## src/ile_pkg.sv

```systemverilog
// ----------------------------------------------------------------------------
// ile_pkg: shared types and constants of the indexed list engine
// operation codes, command classes, status codes and the result record
// ----------------------------------------------------------------------------
package ile_pkg;

   localparam int CAPACITY_DEFAULT  = 64;
   localparam int WORD_BITS_DEFAULT = 32;

   // fixed port field widths
   localparam int OP_W     = 3;
   localparam int POS_W    = 7;
   localparam int DATA_W   = 32;
   localparam int STATUS_W = 2;
   localparam int FPOS_W   = 6;
   localparam int LEN_W    = 7;

   // depth of the command queue between front and back
   localparam int CMD_DEPTH = 2;

   typedef enum logic [OP_W-1:0] {
      OP_APPEND = 3'd0,
      OP_INSERT = 3'd1,
      OP_GET    = 3'd2,
      OP_SET    = 3'd3,
      OP_REMOVE = 3'd4,
      OP_FIND   = 3'd5,
      OP_CLEAR  = 3'd6
   } op_type;

   typedef enum logic [2:0] {
      K_APPEND,
      K_INSERT,
      K_GET,
      K_SET,
      K_REMOVE,
      K_FIND,
      K_CLEAR,
      K_NOP
   } kind_type;

   typedef enum logic [STATUS_W-1:0] {
      STATUS_OK    = 2'd0,
      STATUS_RANGE = 2'd1,
      STATUS_FULL  = 2'd2
   } status_type;

   typedef struct packed {
      kind_type          kind;
      logic [POS_W-1:0]  position;
   } cmd_type;

   typedef struct packed {
      status_type        status;
      logic [DATA_W-1:0] read_word;
      logic              found;
      logic [FPOS_W-1:0] found_position;
      logic [LEN_W-1:0]  length;
      logic              is_empty;
   } rsp_type;

endpackage

```

## src/ile_front.sv

```systemverilog
// ----------------------------------------------------------------------------
// ile_front: request decoder
// takes request transactions, classifies the op code and zero extends or cuts the data word
// to the stored word width before it enters the command queue
// ----------------------------------------------------------------------------
module ile_front #(
   parameter int WORD_BITS = ile_pkg::WORD_BITS_DEFAULT
) (
   input  logic                        req_push,
   input  logic [ile_pkg::OP_W-1:0]    req_op,
   input  logic [ile_pkg::POS_W-1:0]   req_position,
   input  logic [ile_pkg::DATA_W-1:0]  req_data_word,
   input  logic                        queue_full,
   output logic                        queue_push,
   output ile_pkg::cmd_type            cmd,
   output logic [WORD_BITS-1:0]        cmd_word
);
   import ile_pkg::*;

   kind_type kind;

   always_comb begin
      unique case (req_op)
         OP_APPEND: kind = K_APPEND;
         OP_INSERT: kind = K_INSERT;
         OP_GET:    kind = K_GET;
         OP_SET:    kind = K_SET;
         OP_REMOVE: kind = K_REMOVE;
         OP_FIND:   kind = K_FIND;
         OP_CLEAR:  kind = K_CLEAR;
         default:   kind = K_NOP;
      endcase
   end

   assign queue_push    = req_push && !queue_full;
   assign cmd.kind      = kind;
   assign cmd.position  = req_position;
   // zero extends or cuts to the stored width
   assign cmd_word      = WORD_BITS'(req_data_word);

endmodule

```

## src/ile_cmd_fifo.sv

```systemverilog
// ----------------------------------------------------------------------------
// ile_cmd_fifo: command queue
// short queue between the decoder and the list sequencer
// ----------------------------------------------------------------------------
module ile_cmd_fifo #(
   parameter int DATA_W = 8
) (
   input  logic              clock,
   input  logic              reset,
   input  logic              push,
   input  logic [DATA_W-1:0] wr_data,
   input  logic              pop,
   output logic [DATA_W-1:0] rd_data,
   output logic              full,
   output logic              not_empty
);
   import ile_pkg::*;

   localparam int PTR_W = (CMD_DEPTH > 1) ? $clog2(CMD_DEPTH) : 1;
   localparam int CNT_W = $clog2(CMD_DEPTH + 1);

   logic [DATA_W-1:0] slot_ff [CMD_DEPTH];
   logic [PTR_W-1:0]  wr_ptr_ff, wr_ptr_in;
   logic [PTR_W-1:0]  rd_ptr_ff, rd_ptr_in;
   logic [CNT_W-1:0]  fill_ff, fill_in;

   function automatic logic [PTR_W-1:0] ptr_next(input logic [PTR_W-1:0] p);
      logic [PTR_W-1:0] r;
      if (p == PTR_W'(CMD_DEPTH - 1)) r = '0;
      else r = p + 1'b1;
      return r;
   endfunction

   assign full      = (fill_ff == CNT_W'(CMD_DEPTH));
   assign not_empty = (fill_ff != '0);
   assign rd_data   = slot_ff[rd_ptr_ff];

   always_comb begin
      wr_ptr_in = push ? ptr_next(wr_ptr_ff) : wr_ptr_ff;
      rd_ptr_in = pop ? ptr_next(rd_ptr_ff) : rd_ptr_ff;
      fill_in   = fill_ff;
      if (push && !pop) fill_in = fill_ff + 1'b1;
      else if (pop && !push) fill_in = fill_ff - 1'b1;
   end

   always_ff @(posedge clock) begin
      if (reset) begin
         wr_ptr_ff <= '0;
         rd_ptr_ff <= '0;
         fill_ff   <= '0;
      end else begin
         wr_ptr_ff <= wr_ptr_in;
         rd_ptr_ff <= rd_ptr_in;
         fill_ff   <= fill_in;
      end
   end

   always_ff @(posedge clock) begin
      if (push) begin
         slot_ff[wr_ptr_ff] <= wr_data;
      end
   end

   fifo_no_overflow: assert property (@(posedge clock) disable iff (reset)
      full |-> !push || pop)
      else $error("command queue written while full");

   fifo_no_underflow: assert property (@(posedge clock) disable iff (reset)
      pop |-> not_empty)
      else $error("command queue read while empty");

   fifo_fill_bound: assert property (@(posedge clock) disable iff (reset)
      fill_ff <= CNT_W'(CMD_DEPTH))
      else $error("command queue fill above depth");

endmodule

```

## src/ile_back.sv

```systemverilog
// ----------------------------------------------------------------------------
// ile_back: list sequencer
// owns the entry memory and the length, executes one command at a time by
// stepping through the memory, and holds the result until it is taken
// ----------------------------------------------------------------------------
module ile_back #(
   parameter int CAPACITY  = ile_pkg::CAPACITY_DEFAULT,
   parameter int WORD_BITS = ile_pkg::WORD_BITS_DEFAULT
) (
   input  logic                  clock,
   input  logic                  reset,
   input  logic                  cmd_valid,
   input  ile_pkg::cmd_type      cmd,
   input  logic [WORD_BITS-1:0]  cmd_word,
   output logic                  cmd_pop,
   input  logic                  rsp_pop,
   output logic                  rsp_valid,
   output ile_pkg::rsp_type      rsp
);
   import ile_pkg::*;

   localparam int CNT_W = $clog2(CAPACITY + 1);
   localparam int IDX_W = $clog2(CAPACITY);
   localparam int CMP_W = (CNT_W > POS_W) ? CNT_W : POS_W;

   typedef enum logic [8:0] {
      ST_IDLE     = 9'b000000001,
      ST_UP_RD    = 9'b000000010,
      ST_UP_WR    = 9'b000000100,
      ST_UP_FIN   = 9'b000001000,
      ST_GET_WAIT = 9'b000010000,
      ST_RM_WAIT  = 9'b000100000,
      ST_DN_RD    = 9'b001000000,
      ST_DN_WR    = 9'b010000000,
      ST_FIND_CMP = 9'b100000000
   } state_type;

   logic [WORD_BITS-1:0] mem [CAPACITY];
   logic [WORD_BITS-1:0] rd_data_ff;
   logic                 rd_en;
   logic [IDX_W-1:0]     rd_addr;
   logic                 wr_en;
   logic [IDX_W-1:0]     wr_addr;
   logic [WORD_BITS-1:0] wr_data;

   state_type            state_ff, state_in;
   logic [CNT_W-1:0]     count_ff, count_in;
   logic [CNT_W-1:0]     idx_ff, idx_in;
   logic [IDX_W-1:0]     pos_ff, pos_in;
   logic [WORD_BITS-1:0] word_ff, word_in;
   logic                 res_valid_ff, res_valid_in;
   rsp_type              res_ff, res_in;

   logic                 done;
   status_type           done_status;
   logic [WORD_BITS-1:0] done_word;
   logic                 done_found;
   logic [CNT_W-1:0]     done_fpos;

   logic [CMP_W-1:0]     pos_wide, cnt_wide;
   logic                 list_full;
   logic [CNT_W-1:0]     idx_inc, idx_dec, count_inc, count_dec;

   assign pos_wide  = CMP_W'(cmd.position);
   assign cnt_wide  = CMP_W'(count_ff);
   assign list_full = (count_ff == CNT_W'(CAPACITY));
   assign idx_inc   = idx_ff + 1'b1;
   assign idx_dec   = idx_ff - 1'b1;
   assign count_inc = count_ff + 1'b1;
   assign count_dec = count_ff - 1'b1;

   always_comb begin
      state_in    = state_ff;
      count_in    = count_ff;
      idx_in      = idx_ff;
      pos_in      = pos_ff;
      word_in     = word_ff;
      cmd_pop     = 1'b0;
      rd_en       = 1'b0;
      rd_addr     = '0;
      wr_en       = 1'b0;
      wr_addr     = '0;
      wr_data     = word_ff;
      done        = 1'b0;
      done_status = STATUS_OK;
      done_word   = '0;
      done_found  = 1'b0;
      done_fpos   = '0;

      unique case (state_ff)
         ST_IDLE: begin
            // start only with the result slot free
            if (cmd_valid && !res_valid_ff) begin
               cmd_pop = 1'b1;
               pos_in  = IDX_W'(cmd.position);
               word_in = cmd_word;
               unique case (cmd.kind) inside
                  K_APPEND: begin
                     done = 1'b1;
                     if (list_full) begin
                        done_status = STATUS_FULL;
                     end else begin
                        wr_en    = 1'b1;
                        wr_addr  = count_ff[IDX_W-1:0];
                        wr_data  = cmd_word;
                        count_in = count_inc;
                     end
                  end
                  K_INSERT, K_SET: begin
                     if (cmd.kind == K_SET && pos_wide < cnt_wide) begin
                        // overwrite in place
                        wr_en   = 1'b1;
                        wr_addr = IDX_W'(cmd.position);
                        wr_data = cmd_word;
                        done    = 1'b1;
                     end else if (pos_wide > cnt_wide) begin
                        done        = 1'b1;
                        done_status = STATUS_RANGE;
                     end else if (list_full) begin
                        done        = 1'b1;
                        done_status = STATUS_FULL;
                     end else if (pos_wide == cnt_wide) begin
                        wr_en    = 1'b1;
                        wr_addr  = IDX_W'(cmd.position);
                        wr_data  = cmd_word;
                        count_in = count_inc;
                        done     = 1'b1;
                     end else begin
                        // move the tail up one entry, top first
                        idx_in   = count_ff;
                        state_in = ST_UP_RD;
                     end
                  end
                  K_GET: begin
                     if (pos_wide < cnt_wide) begin
                        rd_en    = 1'b1;
                        rd_addr  = IDX_W'(cmd.position);
                        state_in = ST_GET_WAIT;
                     end else begin
                        done        = 1'b1;
                        done_status = STATUS_RANGE;
                     end
                  end
                  K_REMOVE: begin
                     if (pos_wide < cnt_wide) begin
                        rd_en    = 1'b1;
                        rd_addr  = IDX_W'(cmd.position);
                        idx_in   = CNT_W'(cmd.position);
                        state_in = ST_RM_WAIT;
                     end else begin
                        done        = 1'b1;
                        done_status = STATUS_RANGE;
                     end
                  end
                  K_FIND: begin
                     if (count_ff == '0) begin
                        done = 1'b1;
                     end else begin
                        rd_en    = 1'b1;
                        rd_addr  = '0;
                        idx_in   = '0;
                        state_in = ST_FIND_CMP;
                     end
                  end
                  K_CLEAR: begin
                     count_in = '0;
                     done     = 1'b1;
                  end
                  default: begin
                     done = 1'b1;
                  end
               endcase
            end
         end
         ST_UP_RD: begin
            rd_en    = 1'b1;
            rd_addr  = idx_dec[IDX_W-1:0];
            state_in = ST_UP_WR;
         end
         ST_UP_WR: begin
            wr_en    = 1'b1;
            wr_addr  = idx_ff[IDX_W-1:0];
            wr_data  = rd_data_ff;
            idx_in   = idx_dec;
            state_in = (idx_dec == CNT_W'(pos_ff)) ? ST_UP_FIN : ST_UP_RD;
         end
         ST_UP_FIN: begin
            wr_en    = 1'b1;
            wr_addr  = pos_ff;
            wr_data  = word_ff;
            count_in = count_inc;
            done     = 1'b1;
         end
         ST_GET_WAIT: begin
            done_word = rd_data_ff;
            done      = 1'b1;
         end
         ST_RM_WAIT: begin
            // keep the removed word while the tail moves down
            word_in = rd_data_ff;
            if (idx_ff == count_dec) begin
               count_in  = count_dec;
               done_word = rd_data_ff;
               done      = 1'b1;
            end else begin
               state_in = ST_DN_RD;
            end
         end
         ST_DN_RD: begin
            rd_en    = 1'b1;
            rd_addr  = idx_inc[IDX_W-1:0];
            state_in = ST_DN_WR;
         end
         ST_DN_WR: begin
            wr_en   = 1'b1;
            wr_addr = idx_ff[IDX_W-1:0];
            wr_data = rd_data_ff;
            idx_in  = idx_inc;
            if (idx_inc == count_dec) begin
               count_in  = count_dec;
               done_word = word_ff;
               done      = 1'b1;
            end else begin
               state_in = ST_DN_RD;
            end
         end
         ST_FIND_CMP: begin
            // rd_data_ff holds the entry at idx_ff
            if (rd_data_ff == word_ff) begin
               done_found = 1'b1;
               done_fpos  = idx_ff;
               done       = 1'b1;
            end else if (idx_inc == count_ff) begin
               done = 1'b1;
            end else begin
               rd_en   = 1'b1;
               rd_addr = idx_inc[IDX_W-1:0];
               idx_in  = idx_inc;
            end
         end
         default: begin
            state_in = ST_IDLE;
         end
      endcase

      if (done) begin
         state_in = ST_IDLE;
      end
   end

   always_comb begin
      res_in                = res_ff;
      res_valid_in          = res_valid_ff;
      if (done) begin
         res_valid_in          = 1'b1;
         res_in.status         = done_status;
         res_in.read_word      = DATA_W'(done_word);
         res_in.found          = done_found;
         res_in.found_position = FPOS_W'(done_fpos);
         res_in.length         = LEN_W'(count_in);
         res_in.is_empty       = (count_in == '0);
      end else if (rsp_pop) begin
         res_valid_in = 1'b0;
      end
   end

   assign rsp_valid = res_valid_ff;
   assign rsp       = res_ff;

   always_ff @(posedge clock) begin
      if (reset) begin
         state_ff     <= ST_IDLE;
         count_ff     <= '0;
         res_valid_ff <= 1'b0;
      end else begin
         state_ff     <= state_in;
         count_ff     <= count_in;
         res_valid_ff <= res_valid_in;
      end
   end

   always_ff @(posedge clock) begin
      idx_ff  <= idx_in;
      pos_ff  <= pos_in;
      word_ff <= word_in;
      res_ff  <= res_in;
   end

   always_ff @(posedge clock) begin
      if (wr_en) begin
         mem[wr_addr] <= wr_data;
      end
      if (rd_en) begin
         rd_data_ff <= mem[rd_addr];
      end
   end

   back_slot_free: assert property (@(posedge clock) disable iff (reset)
      done |-> !res_valid_ff)
      else $error("result written over a waiting transaction");

   back_count_bound: assert property (@(posedge clock) disable iff (reset)
      count_ff <= CNT_W'(CAPACITY))
      else $error("list length above capacity");

   back_count_step: assert property (@(posedge clock) disable iff (reset)
      !$stable(count_ff) && count_ff != '0 |->
         count_ff == $past(count_ff) + 1'b1 || count_ff == $past(count_ff) - 1'b1)
      else $error("list length moved by more than one entry");

   back_pop_valid: assert property (@(posedge clock) disable iff (reset)
      cmd_pop |-> cmd_valid && state_ff == ST_IDLE)
      else $error("command taken outside idle");

endmodule

```

## src/indexed_list_engine.sv

```systemverilog
// a request is registered in the command queue, taken by the sequencer when idle, and its
// result registered in the result slot; get adds a memory read, insert and remove shift the
// tail one entry per step, find compares entries in order; one operation at a time, and the
// next starts once the result is taken. reset clears the length, the command queue and the
// result slot; entries are not cleared and the block takes requests as soon as reset is
// released; two requests queue while an operation runs.
// ----------------------------------------------------------------------------
// indexed_list_engine: bounded ordered list of data words
// a decoder and a command queue feed a sequencer that shifts, reads and
// searches the entry memory one entry per step
// ----------------------------------------------------------------------------
module indexed_list_engine #(
   parameter int CAPACITY  = ile_pkg::CAPACITY_DEFAULT,
   parameter int WORD_BITS = ile_pkg::WORD_BITS_DEFAULT
) (
   input  logic                          clock,
   input  logic                          reset,
   input  logic                          req_push,
   output logic                          req_full,
   input  logic [ile_pkg::OP_W-1:0]      req_op,
   input  logic [ile_pkg::POS_W-1:0]     req_position,
   input  logic [ile_pkg::DATA_W-1:0]    req_data_word,
   output logic                          rsp_empty,
   input  logic                          rsp_pop,
   output logic [ile_pkg::STATUS_W-1:0]  rsp_status,
   output logic [ile_pkg::DATA_W-1:0]    rsp_read_word,
   output logic                          rsp_found,
   output logic [ile_pkg::FPOS_W-1:0]    rsp_found_position,
   output logic [ile_pkg::LEN_W-1:0]     rsp_length,
   output logic                          rsp_is_empty
);
   import ile_pkg::*;

   localparam int QUEUE_W = $bits(cmd_type) + WORD_BITS;

   logic                 queue_full;
   logic                 queue_push;
   logic                 queue_pop;
   logic                 queue_not_empty;
   cmd_type              front_cmd, back_cmd;
   logic [WORD_BITS-1:0] front_word, back_word;
   logic [QUEUE_W-1:0]   queue_rd_data;
   logic                 rsp_valid;
   rsp_type              rsp;

   ile_front #(
      .WORD_BITS (WORD_BITS)
   ) u_front (
      .req_push      (req_push),
      .req_op        (req_op),
      .req_position  (req_position),
      .req_data_word (req_data_word),
      .queue_full    (queue_full),
      .queue_push    (queue_push),
      .cmd           (front_cmd),
      .cmd_word      (front_word)
   );

   ile_cmd_fifo #(
      .DATA_W (QUEUE_W)
   ) u_cmd_fifo (
      .clock     (clock),
      .reset     (reset),
      .push      (queue_push),
      .wr_data   ({front_cmd, front_word}),
      .pop       (queue_pop),
      .rd_data   (queue_rd_data),
      .full      (queue_full),
      .not_empty (queue_not_empty)
   );

   assign {back_cmd, back_word} = queue_rd_data;

   ile_back #(
      .CAPACITY  (CAPACITY),
      .WORD_BITS (WORD_BITS)
   ) u_back (
      .clock     (clock),
      .reset     (reset),
      .cmd_valid (queue_not_empty),
      .cmd       (back_cmd),
      .cmd_word  (back_word),
      .cmd_pop   (queue_pop),
      .rsp_pop   (rsp_pop && rsp_valid),
      .rsp_valid (rsp_valid),
      .rsp       (rsp)
   );

   assign req_full           = queue_full;
   assign rsp_empty          = !rsp_valid;
   assign rsp_status         = rsp.status;
   assign rsp_read_word      = rsp.read_word;
   assign rsp_found          = rsp.found;
   assign rsp_found_position = rsp.found_position;
   assign rsp_length         = rsp.length;
   assign rsp_is_empty       = rsp.is_empty;

endmodule
```

## config.mk

```make
export PLATFORM = sky130hd
export DESIGN_NAME = indexed_list_engine
export DESIGN_NICKNAME = d
export VERILOG_FILES = /design/src/ile_pkg.sv /design/src/ile_front.sv /design/src/ile_cmd_fifo.sv /design/src/ile_back.sv /design/src/indexed_list_engine.sv
export SDC_FILE = /design/constraint.sdc
export NUM_CORES = 2
export LEC_CHECK = 0
export BUFFER_PORTS_ARGS = -buffer_cell sky130_fd_sc_hd__clkbuf_2
export CAP_MARGIN = 20
export CORE_MARGIN = 1.5
export CORE_UTILIZATION = 25
export DETAILED_ROUTE_END_ITERATION = 6
export SLEW_MARGIN = 20
export SYNTH_ARGS = -nofsm -noshare
export SYNTH_HDL_FRONTEND = slang
export SYNTH_SLANG_ARGS = --single-unit
```

## constraint.sdc

```tcl
create_clock -name clock -period 18.3 [get_ports clock]
set_input_delay 0.915 -clock clock [delete_from_list [all_inputs] [get_ports clock]]
set_output_delay 0.915 -clock clock [all_outputs]
set_load 0.03 [all_outputs]
```

==> results.cfg <==
[cts]
cts_tree = yes
root_buffer = clkbuf_16
htree_levels = 4
cts.path.max_buffers = 3
insertion_delay_ns = 0.90
cts_hold_buffers = 0
cts_buffers = 226
post_cts_buffers = 0
path_clk_slew_ns = 0.07
cts_resized = 0
cts.sinks = 2280

[setup_path]
worst-r2r-cell-count = 18
r2r_end = u_back.rd_data_ff[30]
crit_fanout = 134
crit_required_ns = 18.98
arrival_ns = 9.14
crit_type = reg2reg
end_kind = flop
r2r_slack_ns = 9.85
start_kind = flop

[power]
powerDensity_nw_per_um2 = 155
p_comb_share_pct = 25.7
ir_worst_vdd_mv = 0.171
power_switching_mw = 5.75
clockPowerShare_pct = 27.9
netSwitchingFraction_pct = 34.0
seqPwrFrac_pct = 46.4
leakagePower_nw = 37.8
p_int_mw = 11.1
power_mw = 16.9

[route]
avgViaCountPerCell = 5.13
firstDrtPassIters = 7
wl_per_cell_um = 25.9
ant_nets = 0
drc_errors = 0
vias = 61800
wl_mm = 312
drtIter0Drc = 10000

[sta]
relSlewSlack_pct = 14.3
skew_ns = 0.0954
hold_violations = 0
rsz0062_at_grt = false
setup_ws_ns = 9.85
clock.fmax_mhz = 118
post-route-min-period_ns = 8.45
tightest_slew_ns = 1.27
setup_viol = 0
drv_slew = 0
tns_ns = 0
fin_crit_sh_pct = 46.2
hold_slack_ns = 0.231

[synth]
synthCells = 6743
yosysSeqAreaShare_pct = 72.5
synthXorXnorAreaFrac_pct = 0.727
synth_seq_cells = 2280
synth_top_area_share_pct = 72.0
synth_top_family_by_area = simple AND/OR/NAND/NOR gates
mappedNetlistNets = 6802
synth_compound_area_share_pct = 9.45
synth_area_per_cell_um2 = 14.0
synth_edf_count = 2258
synthesis.area_um2 = 94100
synth_adder_area_share_pct = 0.173
synthSimpleGateAreaFrac_pct = 9.47
synth.area.mux_share_pct = 5.23
async_flop_share_pct = 0
ys_warn_count = 0
synth_ff_type = edfxtp_1
post-synth-top-area-cell = edfxtp_1
synth_cell_types = 96
synthTopCellsByArea = edfxtp_1, nand2_1, mux2i_1

[finish]
fillCellCount = 37200
stdcell_count = 12100
syn_to_final_growth_pct = 15.7
final_nets = 6907
most-common-layout-cells = edfxtp_1, nand2_1, a21oi_1
final_common_cell = edfxtp_1
layout-drive-gt1-share_pct = 12.8
stdcell_area_um2 = 109000
post-route-util_pct = 29.0

[grt]
grt_first_pass_wirelength_mm = 437
antenna_found_initial = 18
grt-ovfl-total = 0
use_met3_pct = 3.38
use_met2_pct = 24.2
globalRoute.busiestLayer = met2
grt_use_total_pct = 15.8
grt_max_degree = 135
grt_pass1_vias = 58000
use_met1_pct = 21.4

[floorplan]
die_w_um = 617
die_h_um = 617
io_pins = 97
start_util_pct = 25.1
core_um2 = 375000
rows = 225
dieArea_um2 = 380000

[worst_hold_path]
min_from = req_data_word[26]
whs_path_depth = 1
worstHoldEndpoint = u_cmd_fifo.slot_ff[0][26]
hold_class = in2reg

[run]
maxCapViolations = 0

[placed_design]
dpl_cell_area_um2 = 101000
port_buffers = 96
dp.cells = 11600
gp_congestion = 0.883
hpwl_mm = 174
dpl_worst_slack_ns = 9.99

[outcome]
outcome = completed
[metal layers]
layer	wire length [um]	part of all wire, %	up-vias
li1	-	-	26000
met1	124000	40	31300
met2	138000	44	3992
met3	36000	12	589
met4	14400	4.6	4
met5	27	0.0087	-
[cell usage after synthesis, types with 29 or more instances]
| cell | n |
|---|---|
| inv_1 | 59 |
| a21oi_1 | 464 |
| o221ai_1 | 78 |
| o21ai_0 | 132 |
| a21bo_2 | 32 |
| o22ai_1 | 106 |
| nor3_1 | 81 |
| edfxtp_1 | 2258 |
| a211oi_1 | 43 |
| a22o_1 | 47 |
| nor4_1 | 32 |
| a22oi_1 | 46 |
| mux2i_1 | 442 |
| buf_2 | 233 |
| and3_1 | 141 |
| buf_1 | 35 |
| clkbuf_1 | 124 |
| or3_1 | 29 |
| nand2_1 | 1249 |
| a31oi_1 | 109 |
| xnor2_1 | 58 |
| mux2_2 | 44 |
| nor2_1 | 257 |
| nand3_1 | 193 |
| a222oi_1 | 32 |
[kinds of logic after synthesis]
| kind of cell | count (synthesis) |
|---|---|
| muxes | 486 |
| AOI/OAI and AO/OA | 1336 |
| xor gates and xnor gates | 74 |
| buffers and inverters | 489 |
| and+or+nand+nor | 2065 |
| DFF | 2280 |
| adders and majority gates | 13 |
[how the worst max path moves through the flow]
stage,cells after the start,endpoint,start
floorplan,15,u_back.mem[23][0],flop
global placement,18,u_back.rd_data_ff[2],flop
detailed placement,18,u_back.rd_data_ff[21],flop
CTS,18,u_back.rd_data_ff[21],flop
global route,18,u_back.rd_data_ff[30],flop
finish,18,u_back.rd_data_ff[30],flop
[final cells by class]
cell class / instances / area (um^2) / share of cell area, %
Sequential cell: 2280 / 68200 / 62.6
Clock buffer: 277 / 5870 / 5.39
Inverter: 60 / 239 / 0.219
Multi-Input combinational cell: 3974 / 24400 / 22.4
Timing Repair Buffer: 306 / 2230 / 2.04
Tap cell: 4994 / 6250 / 5.74
Clock inverter: 151 / 1680 / 1.54
Antenna cell: 9 / 22.5 / 0.0207
[state kept, by name (all words and copies together), names as in the netlist, 6 cells and up, named ones only]
register	cells
u_back.mem	2048
u_cmd_fifo.slot_ff	84
u_back.rsp	49
u_back.rd_data_ff	32
u_back.word_ff	32
u_back.state_ff	9
u_back.cnt_wide	7
u_back.idx_ff	7
u_back.pos_ff	6
[worst max-delay path: stages, from the launching register on]
cell	delay (ns)
dfxtp_2	0.31
buf_4	0.59
mux2i_1	0.71
inv_1	0.23
ha_1	0.37
nor3_1	0.06
o21bai_1	0.18
o21ai_0	0.26
a31oi_1	0.44
o21a_4	0.67
buf_12	0.63
buf_4	0.86
buf_4	0.76
nand2_1	0.11
and3_1	0.19
a31oi_1	0.13
o21ai_0	0.13
nor3_1	0.90
o211a_1	0.47
[power by group through the flow]
stage	sequential, mW	clock [mW]	combinational, mW
after floorplan	7.97	0	2.04
after global placement	7.92	0	4.06
after detailed placement	7.92	0	4.24
after CTS	7.81	4.77	4.25
after global routing	7.84	4.97	4.52
final	7.82	4.72	4.34
Note: power is estimated with default switching activity, not from simulation.
